[src/rtl/dtbl_pkg.sv]
`default_nettype none
package dtbl_pkg;

  localparam int unsigned TableEntries = 64;
  localparam int unsigned FracBits     = 16;
  localparam int unsigned IdxW         = $clog2(TableEntries);
  localparam int unsigned KeyW         = 33;
  localparam int unsigned TickW        = 48;
  localparam int unsigned RateW        = 24;
  localparam int unsigned BurstW       = 16;
  localparam int unsigned TokW         = BurstW + FracBits;
  localparam int unsigned ElW          = 40;
  localparam int unsigned ElHalfW      = ElW / 2;
  localparam int unsigned ProdW        = ElHalfW + RateW;
  localparam int unsigned SumW         = 65;
  localparam int unsigned CfgIdxW      = 2;
  localparam int unsigned CfgDataW     = 24;

  localparam logic [CfgIdxW-1:0] CfgAddrRate  = 2'd0;
  localparam logic [CfgIdxW-1:0] CfgAddrBurst = 2'd1;
  localparam logic [CfgIdxW-1:0] CfgSessRate  = 2'd2;
  localparam logic [CfgIdxW-1:0] CfgSessBurst = 2'd3;

  localparam logic [ElW-1:0] ElMax = {ElW{1'b1}};

  typedef struct packed {
    logic             req_type;
    logic [31:0]      session_id;
    logic [31:0]      ip_addr;
    logic [TickW-1:0] now_ticks;
  } req_t;

  typedef struct packed {
    logic allowed;
    logic table_full;
  } rsp_t;

  // controller -> datapath
  typedef struct packed {
    logic load;        // capture input word
    logic sess;        // work on the session key
    logic scan_start;
    logic take_hit;    // slot := matched entry
    logic alloc;       // slot := lowest free entry, start full
    logic ld_cur;      // latch stored tokens / tick
    logic el_en;
    logic mul_en;
    logic add_en;
    logic upd_en;      // refill, consume, write back
    logic rm_clear;
  } cmd_t;

  // datapath -> controller
  typedef struct packed {
    logic scan_done;
    logic hit;
    logic has_free;
    logic grant;
  } sts_t;

endpackage
`default_nettype wire

[src/rtl/dtbl_ctrl.sv]
`default_nettype none
module dtbl_ctrl (
  input  wire logic          clk_i,
  input  wire logic          rst_ni,
  input  wire logic          in_valid_i,
  output logic               in_ready_o,
  input  wire logic          req_type_i,
  output logic               out_valid_o,
  input  wire logic          out_ready_i,
  output dtbl_pkg::rsp_t     out_data_o,
  output dtbl_pkg::cmd_t     cmd_o,
  input  wire dtbl_pkg::sts_t sts_i
);

  localparam logic [3:0] StIdle = 4'd0;
  localparam logic [3:0] StScan = 4'd1;
  localparam logic [3:0] StLook = 4'd2;
  localparam logic [3:0] StRd   = 4'd3;
  localparam logic [3:0] StLdc  = 4'd4;
  localparam logic [3:0] StEl   = 4'd5;
  localparam logic [3:0] StMul  = 4'd6;
  localparam logic [3:0] StAdd  = 4'd7;
  localparam logic [3:0] StUpd  = 4'd8;
  localparam logic [3:0] StChk  = 4'd9;
  localparam logic [3:0] StOut  = 4'd10;

  logic [3:0]     state_q, state_d;
  logic           rm_q, rm_d;
  logic           sess_q, sess_d;
  dtbl_pkg::rsp_t res_q, res_d;
  logic           ovld_q, ovld_d;
  dtbl_pkg::rsp_t odata_q, odata_d;
  logic           accept;

  assign in_ready_o  = (state_q == StIdle);
  assign accept      = in_valid_i && in_ready_o;
  assign out_valid_o = ovld_q;
  assign out_data_o  = odata_q;

  always_comb begin
    state_d = state_q;
    rm_d    = rm_q;
    sess_d  = sess_q;
    res_d   = res_q;
    ovld_d  = ovld_q && !out_ready_i;
    odata_d = odata_q;
    cmd_o   = '0;
    cmd_o.sess = sess_q;
    unique case (state_q)
      StIdle: begin
        if (accept) begin
          rm_d   = req_type_i;
          sess_d = req_type_i;
          cmd_o.load       = 1'b1;
          cmd_o.scan_start = 1'b1;
          cmd_o.sess       = req_type_i;
          state_d = StScan;
        end
      end
      StScan: begin
        if (sts_i.scan_done) begin
          state_d = StLook;
        end
      end
      StLook: begin
        priority if (rm_q) begin
          cmd_o.rm_clear = 1'b1;
          res_d   = '0;
          state_d = StOut;
        end else if (sts_i.hit) begin
          cmd_o.take_hit = 1'b1;
          state_d = StRd;
        end else if (sts_i.has_free) begin
          cmd_o.alloc = 1'b1;
          state_d = StEl;
        end else begin
          res_d.allowed    = 1'b0;
          res_d.table_full = 1'b1;
          state_d = StOut;
        end
      end
      StRd:  state_d = StLdc;
      StLdc: begin
        cmd_o.ld_cur = 1'b1;
        state_d = StEl;
      end
      StEl: begin
        cmd_o.el_en = 1'b1;
        state_d = StMul;
      end
      StMul: begin
        cmd_o.mul_en = 1'b1;
        state_d = StAdd;
      end
      StAdd: begin
        cmd_o.add_en = 1'b1;
        state_d = StUpd;
      end
      StUpd: begin
        cmd_o.upd_en = 1'b1;
        state_d = StChk;
      end
      StChk: begin
        if (!sess_q && sts_i.grant) begin
          // address token taken, now test the session bucket
          sess_d = 1'b1;
          cmd_o.sess       = 1'b1;
          cmd_o.scan_start = 1'b1;
          state_d = StScan;
        end else begin
          res_d.allowed    = sess_q && sts_i.grant;
          res_d.table_full = 1'b0;
          state_d = StOut;
        end
      end
      StOut: begin
        if (!ovld_q || out_ready_i) begin
          ovld_d  = 1'b1;
          odata_d = res_q;
          state_d = StIdle;
        end
      end
      default: state_d = StIdle;
    endcase
  end

  always_ff @(posedge clk_i or negedge rst_ni) begin
    if (!rst_ni) begin
      state_q <= StIdle;
      rm_q    <= 1'b0;
      sess_q  <= 1'b0;
      ovld_q  <= 1'b0;
    end else begin
      state_q <= state_d;
      rm_q    <= rm_d;
      sess_q  <= sess_d;
      ovld_q  <= ovld_d;
    end
  end

  always_ff @(posedge clk_i) begin
    res_q   <= res_d;
    odata_q <= odata_d;
  end

endmodule
`default_nettype wire

[config.mk]
export PLATFORM = sky130hd
export DESIGN_NAME = dtbl_ctrl
export DESIGN_NICKNAME = d
export VERILOG_FILES = /design/src/rtl/dtbl_pkg.sv /design/src/rtl/dtbl_ctrl.sv
export SDC_FILE = /design/constraint.sdc
export NUM_CORES = 1
export LEC_CHECK = 0
export BUFFER_PORTS_ARGS = -buffer_cell sky130_fd_sc_hd__buf_2
export CORE_UTILIZATION = 30
export DETAILED_ROUTE_END_ITERATION = 8
export HOLD_SLACK_MARGIN = 0.06
export PLACE_DENSITY_LB_ADDON = 0.05
export SYNTH_ARGS = -nofsm -noshare
export SYNTH_HDL_FRONTEND = slang
export SYNTH_SLANG_ARGS = --single-unit
export TNS_END_PERCENT = 10
[constraint.sdc]
create_clock -name clk_i -period 1.7 [get_ports clk_i]
set_clock_uncertainty 0.15 [all_clocks]
set_input_delay 0.17 -clock clk_i [delete_from_list [all_inputs] [get_ports clk_i]]
set_output_delay 0.17 -clock clk_i [all_outputs]
set_load 0.005 [all_outputs]
---- Yosys cells after proc, flatten, opt, wreduce, memory -nomap -nowiden ----
Cells that the tools add are included.
storage, ports and cells
  register bits ........................... 11
  bits of input ports ..................... 9
  output and inout bits ................... 15
  word-level logic and storage cells ...... 75
operators by class
  equality and inequality tests ........... 17
  muxes and demuxes ....................... 34
  reductions and logical operators ........ 16
operator list
  kind                                                                    number
  4-bit one-hot mux with 11 select lines                                  1
  4-bit two-way mux                                                       7
  4-bit by 3-bit equality test with 1-bit output (second input constant)  4
  1-bit two-way mux                                                       15
  2-bit two-way mux                                                       7
  4-bit equality test (second input constant)                             3
  4-bit by 2-bit equality test with 1-bit output (second input constant)  2
  2-bit != test (second input constant)                                   4
  2-bit one-hot mux with 2 select lines                                   2
  3-bit != test (second input constant)                                   2
  3-bit AND reduction                                                     2
  4-bit by 1-bit equality test with 1-bit output (second input constant)  1
  1-bit logical AND                                                       4
  4-bit logical NOT                                                       1
  2-bit AND reduction                                                     2
  4-bit AND reduction                                                     1
  2-bit nonzero test                                                      2
  1-bit logical NOT                                                       3
  3-bit two-way mux                                                       1
  2-bit by 1-bit != test with 1-bit output (second input constant)        1
  1-bit one-hot mux with 2 select lines                                   1
  1-bit logical OR                                                        1

---- Longest topological paths before layout ----
Gate-level depths: netlist of the first run.
  depth after elaboration ................. 4
  mapped depth ............................ 5
  mapped depth without buffers ............ 4

---- Worst setup path before layout of the first run ----
No wires, ideal clock.
  path kind ............................... reg2reg
  from .................................... reg state_q[2]
  to ...................................... reg odata_q (netlist bit out_data_o[0]), enable pin
  arrival time ............................ 1106 ps
  path slack .............................. 134 ps
  cell stages (with the launch flop) ...... 5
  path buffers ............................ 1
  path through ............................ dfrtp_1 buf_4 nand2b_1 or2_1 nor2b_1
between the ends
  word-level cells in the longest chain between the ends .. 2
RTL lines
  element                               RTL line          source
  from (decl)                           dtbl_ctrl.sv:27   logic [3:0] state_q, state_d;
  from (signal assigned)                dtbl_ctrl.sv:129  state_q <= StIdle;
  from (signal assigned)                dtbl_ctrl.sv:134  state_q <= state_d;
  4-bit equality test                   dtbl_ctrl.sv:49   unique case (state_q)
  2-bit AND reduction (no source line)  n/a
  to (signal assigned)                  dtbl_ctrl.sv:143  odata_q <= odata_d;
  to (decl)                             dtbl_ctrl.sv:32   dtbl_pkg::rsp_t odata_q, odata_d;
No other way between the ends.
A chain may end at the register's enable or synchronous reset.

==> run_results.csv, run 1 <==
group,metric,value,unit
floorplanning,fp.dieArea,2480,sq um
sta,final.min_clock_period,1.85,ns
critical_path,path_class,"register to output port",
final_layout,antenna_cells,0,
synth,synth_top_family_by_area,"simple AND/OR/NAND/NOR gates",
sta,max_slew_margin,0.787,
global_routing,grt_pass1_vias,781,
global_routing,use_met3,0.0556,
sta,min_period_over_period,1.09,
synth,yosys_warnings,0,
pwr,power_leakage,0.540,nW
critical_path,critPathMaxStageDelay,0.41,ns
critical_path,cpMaxStageDelayCell,"dfrtp_1",
critical_path,cp.buffers_inverters,2,
synth,yosys-top-cells-area,"dfrtp_1 (26%), edfxtp_1 (18%), nand2b_1 (6.4%)",
clock_tree,clock_latency,0.27,ns
critical_path,critPathLaunchType,"register",
floorplanning,pin_count,24,
critical_path,crit_path_end_kind,"output port",
synth,netlist-cell-type-count,32,
clock_tree,htree_levels,1,
place,place_area,911,sq um
pwr,power_density,1640,nW/um^2
global_routing,met2_usage,0.309,
critical_path,cp_cell_sequence,"buf_6, nor4_4, nand2_2, nand2_2, nand3_1, buf_2",
synth,synth_nets,85,
global_routing,met1_usage,0.213,
routing,drc,0,
routing,vias,733,
synth,mappedNetlistArea,686,sq um
routing,routedWlPerCell,13.3,um
final_layout,fin_util,0.535,
pwr,vdd_ir_drop_max,0.864,mV
min_path,hold_path_class,"input port to register",
sta,hold_slack,0.0783,ns
synth,synth_mux_area_frac,0,
sta,max_freq,0.540,GHz
synth,synth_compound_area_frac,0.142,
final_layout,area_growth,60.9,%
global_routing,grt_pass1_wl,3.37,mm
clock_tree,cts_buffers,3,
outcome,violations,"setup timing",
synth,syn_inst,76,
clock_tree,clockBufferDepth,2,
routing,first_pass_iters,4,
synth,synthXorXnorAreaFrac,0,
global_routing,grt_usage,0.182,
routing,post_drt_via_cell_ratio,4.89,
global_routing,grt-busiest-layer,"met2",
floorplanning,dieHeight,49.8,um
sta,rsz0062_at_grt,"true",
critical_path,critPathTopFamily,"simple AND/OR/NAND/NOR gates",
floorplanning,rows,16,
critical_path,cp.required,1.38,ns
routing,ant_nets,0,
sta,tightest_slew,0.315,ns
clock_tree,cts.sinks,11,
outcome,status,"finished, violations left",
sta,finalHoldViolations,0,
clock_tree,clk_pin_slew,0.07,ns
synth,synth-simple-area-share,0.369,
global_routing,antenna_found_initial,0,
clock_tree,clockRootBuffer,"clkbuf_4",
floorplanning,start_util,0.333,
clock_tree,tritoncts,"done",
sta,fin_ws,-0.151,ns
floorplanning,core,2060,sq um
critical_path,crit_fanout,3,
place,gp_congestion,0.833,
synth,avgSynthCellArea,9.02,sq um
job,max-cap-violations,0,
critical_path,critPathArrivalTime,1.53,ns
global_routing,grt_max_degree,8,
synth,yosys.area.top_type,"dfrtp_1",
final_layout,drive_above_1_share,0.528,
floorplanning,die_width,49.8,um
place,place_ws,0.0430,ns
place,io_buffers,23,
synth,synth_fa_ha_area_frac,0,
global_routing,overflow,0,
routing,wl,1.99,mm
synth,synth-seq-cells,11,
final_layout,fin_nets,133,
synth,synth.top_cell.area_share,0.255,
place,place_hpwl,1.50,mm
sta,slew_viol_final,0,
sta,setup_viol,8,
routing,drt_iter0_drc,21,
synth,ys_seq_area_frac,0.431,
final_layout,finalInstanceArea,1100,sq um
critical_path,cpMostUsedCell,"nand2_2",
worst paths after layout:
kind	cells after the start	to	startpoint	slack, ns
max	6	cmd_o[9]	state_q[2]	-0.15
min	3	rm_q	in_valid_i	0.08
max reg2reg	5	state_q[1]	state_q[2]	0.01
min reg2reg	0	out_data_o[1]	res_q[1]	0.26
max in group asynchronous	2	sess_q	rst_ni	1.11
min in group asynchronous	2	state_q[1]	rst_ni	0.12
cells in the mapped netlist:
| cell | count |
|---|---|
| nand2_1 | 10 |
| dfrtp_1 | 7 |
| nand2b_1 | 7 |
| nor2_1 | 7 |
| edfxtp_1 | 4 |
| o21ai_0 | 4 |
| a21oi_1 | 3 |
| inv_1 | 3 |
| nand3_1 | 3 |
| nor3_1 | 3 |
| and2_1 | 2 |
| buf_2 | 2 |
| or3_1 | 2 |
| a211oi_1 | 1 |
| a21boi_1 | 1 |
| a311oi_1 | 1 |
| and3_1 | 1 |
| and3b_2 | 1 |
| and4bb_2 | 1 |
| buf_4 | 1 |
| buf_6 | 1 |
| nor2b_1 | 1 |
| nor4_4 | 1 |
| nor4b_1 | 1 |
| o211ai_1 | 1 |
| o21a_1 | 1 |
| o22ai_1 | 1 |
| o311ai_1 | 1 |
| o41ai_1 | 1 |
| or2_1 | 1 |
| or2b_2 | 1 |
| or4b_1 | 1 |
state kept, by name, summed over array words and instances, names as in the netlist:
name	count
out_data_o	2
out_valid_o	1
res_q	2
rm_q	1
sess_q	1
state_q	4
power breakdown:
part           leakage (nW)  internal [W]  total (W)  switching (W)
clock network        0.0150     0.0000906   0.000181      0.0000902
logic                 0.399      0.000632    0.00118       0.000548
registers             0.126      0.000369   0.000444      0.0000750
total                 0.540       0.00109    0.00181       0.000714
cell usage in the layout, fill, tap and decap left out, types with 2 or more instances in the layout:
cell	n
a21oi_1	3
and2_1	2
buf_2	23
buf_4	15
buf_6	5
clkbuf_4	3
dfrtp_1	7
dlygate4sd3_1	4
edfxtp_1	4
inv_1	2
nand2_1	5
nand2_2	5
nand2b_1	4
nand2b_4	3
nand3_1	3
nor2_1	6
nor3_2	3
o21ai_0	4
or3_1	2
metal layers:
metal  part of all wire  wire length [um]  vias up
met5                  0                 0        -
li1                   -                 -      365
met4              0.027                54        0
met1               0.41               813      326
met2               0.48               961       36
met3              0.080               159        6
logic make-up (layout without fill, tap and decap cells):
family	count (synthesis)	after routing
and+or+nand+nor	43	43
DFF	11	11
buffers and inverters	7	54
AOI/OAI and AO/OA	15	15
per-stage QoR:
stage               setup TNS [ns]  power [W]  instances
finish                      -0.827    0.00181        150
global route                 -1.47    0.00194        150
CTS                         -0.849    0.00172        150
detailed placement               0    0.00135        136
global placement                 0    0.00136        136
floorplan                        0   0.000978         76
what timing repair did:
| action | 4_1_cts | 5_1_grt |
|---|---|---|
| endpoints found under the hold margin | 10 | 0 |
| hold buffers | 4 | 0 |
| pin swaps | 5 | 2 |
| endpoints found under the setup margin | 8 | 16 |
| gates resized for setup | 12 | 9 |
| buffers inserted | 6 | 0 |
worst reg2reg max path, delay by kind of cell, from the launching register on:
family / cells / cell delay [ns]
AO/OA/AOI/OAI: 2 / 0.23
buffers and inverters: 2 / 0.29
flip-flops: 1 / 0.41
AND/OR/NAND/NOR: 1 / 0.49
cell type report:
cell class,count,area (sq um)
inverter,3,11.3
timing repair buffer,47,324
tap,27,33.8
clock buffer,4,26.3
multi-input combinational,58,413
fill,199,958
sequential,11,295
No activity file was read; power rests on OpenSTA's default activity.
==> run 2: changes to the inputs <==
- CELL_PAD_IN_SITES_DETAIL_PLACEMENT: unset -> 0
- CELL_PAD_IN_SITES_GLOBAL_PLACEMENT: unset -> 1
- RECOVER_POWER: unset -> 100
- clock period: 1.7 -> 1.8 ns (I/O delays scaled with it)
==> run 2 against run 1 <==
The flow still finishes with violations (setup timing). Wire length decreased by 14%. Register-to-register slack improved by 0.08 ns. Hold slack got worse by 0.012 ns. Worst setup slack improved by 0.15 ns. Sequential power increased by 8.8%. Largest cell class unchanged.
==> run_results.csv, run 2 (same netlist as run 1, synthesis figures left out) <==
group,metric,value,unit
final_layout,layout_commonest_cell,"buf_2",
critical_path,critPathArrivalTime,1.48,ns
critical_path,cp.required,1.47,ns
critical_path,critPathLaunchType,"register",
pwr,power_density,1510,nW/um^2
critical_path,crit_fanout,6,
global_routing,met1_usage,0.210,
routing,vias,684,
place,place_ws,0.134,ns
critical_path,reg2reg_from,"state_q[1]",
place,place_area,888,sq um
final_layout,fin_nets,129,
final_layout,drive_above_1_share,0.479,
clock_tree,clock_latency,0.26,ns
floorplanning,dieHeight,49.8,um
global_routing,grt_usage,0.151,
clock_tree,clk_pin_slew,0.06,ns
floorplanning,die_width,49.8,um
place,io_buffers,23,
clock_tree,tritoncts,"done",
routing,drc,0,
place,gp_congestion,0.756,
final_layout,fillers,211,
global_routing,use_met3,0.0278,
final_layout,largest_reg_flops,4,
final_layout,area_growth,51.5,%
final_layout,regArea,300,sq um
final_layout,multi_input_area,393,sq um
clock_tree,clockBufferDepth,2,
routing,first_pass_iters,4,
sta,rsz0062_at_grt,"true",
sta,final.min_clock_period,1.81,ns
min_path,hold_path_class,"input port to register",
sta,fin_ws,-0.00581,ns
global_routing,grt-busiest-layer,"met2",
global_routing,antenna_found_initial,0,
global_routing,met2_usage,0.223,
sta,hold_slack,0.0661,ns
sta,min_period_over_period,1.00,
global_routing,grt_max_degree,8,
floorplanning,start_util,0.333,
global_routing,grt_pass1_vias,594,
final_layout,antenna_cells,0,
clock_tree,cts.sinks,11,
critical_path,cp-startpoint,"state_q[1]",
sta,finalHoldViolations,0,
critical_path,r2r_setup_slack,0.09,ns
floorplanning,fp.dieArea,2480,sq um
final_layout,finalInstanceArea,1040,sq um
global_routing,grt_pass1_wl,2.75,mm
routing,post_drt_via_cell_ratio,4.68,
critical_path,path_class,"register to output port",
pwr,vdd_ir_drop_max,0.582,mV
clock_tree,htree_levels,1,
routing,drt_iter0_drc,15,
routing,routedWlPerCell,11.7,um
sta,max_freq,0.554,GHz
clock_tree,clockRootBuffer,"clkbuf_4",
final_layout,mostFrequentLayoutCells,"buf_2 (22), buf_4 (16), nand2b_1 (7), nor2_1 (7), nand2_1 (7)",
sta,setup_viol,3,
job,max-cap-violations,0,
sta,tightest_slew,0.421,ns
routing,ant_nets,0,
global_routing,overflow,0,
sta,slew_viol_final,0,
routing,wl,1.71,mm
place,numPlacedInstances,133,
floorplanning,pin_count,24,
clock_tree,cts_buffers,3,
min_path,min_from,"in_valid_i",
critical_path,crit_path_end_kind,"output port",
pwr,power_leakage,0.501,nW
sta,max_slew_margin,0.719,
sta,finalSetupTns,-0.0120,ns
floorplanning,rows,16,
outcome,violations,"setup timing",
place,place_hpwl,1.30,mm
final_layout,regMostFlops,"state_q",
outcome,status,"finished, violations left",
floorplanning,core,2060,sq um
final_layout,layout.cells.non_filler,146,
==> run 2: changes by cell type in the layout (fill, tap and decap cells not counted), sizes merged <==
| cell | previous run | this run |
|---|---|---|
| buf | 43 | 38 |
| clkbuf | 4 | 5 |
==> run 2: what timing repair did <==
action | in CTS | in global routing
endpoints found under the setup margin | 6 | 6
resized for setup | 6 | 10
pin swaps | 4 | 5
hold buffers | 4 | 0
hold endpoints to repair | 10 | 0
gates cloned | 0 | 0
buffers inserted | 3 | 2
==> run 2: path summary, 6_finish.rpt <==
path                            endpoint  cells past startpoint
setup / recovery               cmd_o[10]                      5
hold / removal                      rm_q                      3
setup reg to reg              state_q[3]                      6
hold reg to reg            out_data_o[1]                      0
max in group asynchronous     state_q[2]                      2
min in group asynchronous    out_valid_o                      2
==> run 2: power by group <==
group / switching [W] / internal [W] / leakage, nW
registers: 0.000126 / 0.000357 / 0.121
clock network: 0.0000751 / 0.0000857 / 0.0150
logic: 0.000406 / 0.000515 / 0.366
==> run 2: metal layers <==
metal | wire length [um] | vias up
li1 | - | 357
met1 | 861 | 301
met2 | 745 | 24
met3 | 86 | 2
met4 | 18 | 0
met5 | 0 | -
==> run 2: area by class of cell <==
type                       count  area share
tap                           27      0.0325
sequential                    11       0.289
inverter                       3      0.0108
timing repair buffer          43       0.264
clock buffer                   4      0.0253
multi-input combinational     58       0.378
==> run 2: per-stage QoR <==
stage | utilization | power [W]
after detailed placement | 0.431 | 0.00123
after floorplan | - | 0.000923
after CTS | 0.479 | 0.00148
after global placement | 0.431 | 0.00123
final | 0.504 | 0.00156
after global routing | 0.504 | 0.00170
==> run 2: worst max-delay path: stages (launching register included) <==
cell     delay [ns]
dfrtp_2        0.46
nor4_4         0.37
nand2_2        0.12
buf_4          0.15
inv_2          0.03
buf_2          0.09
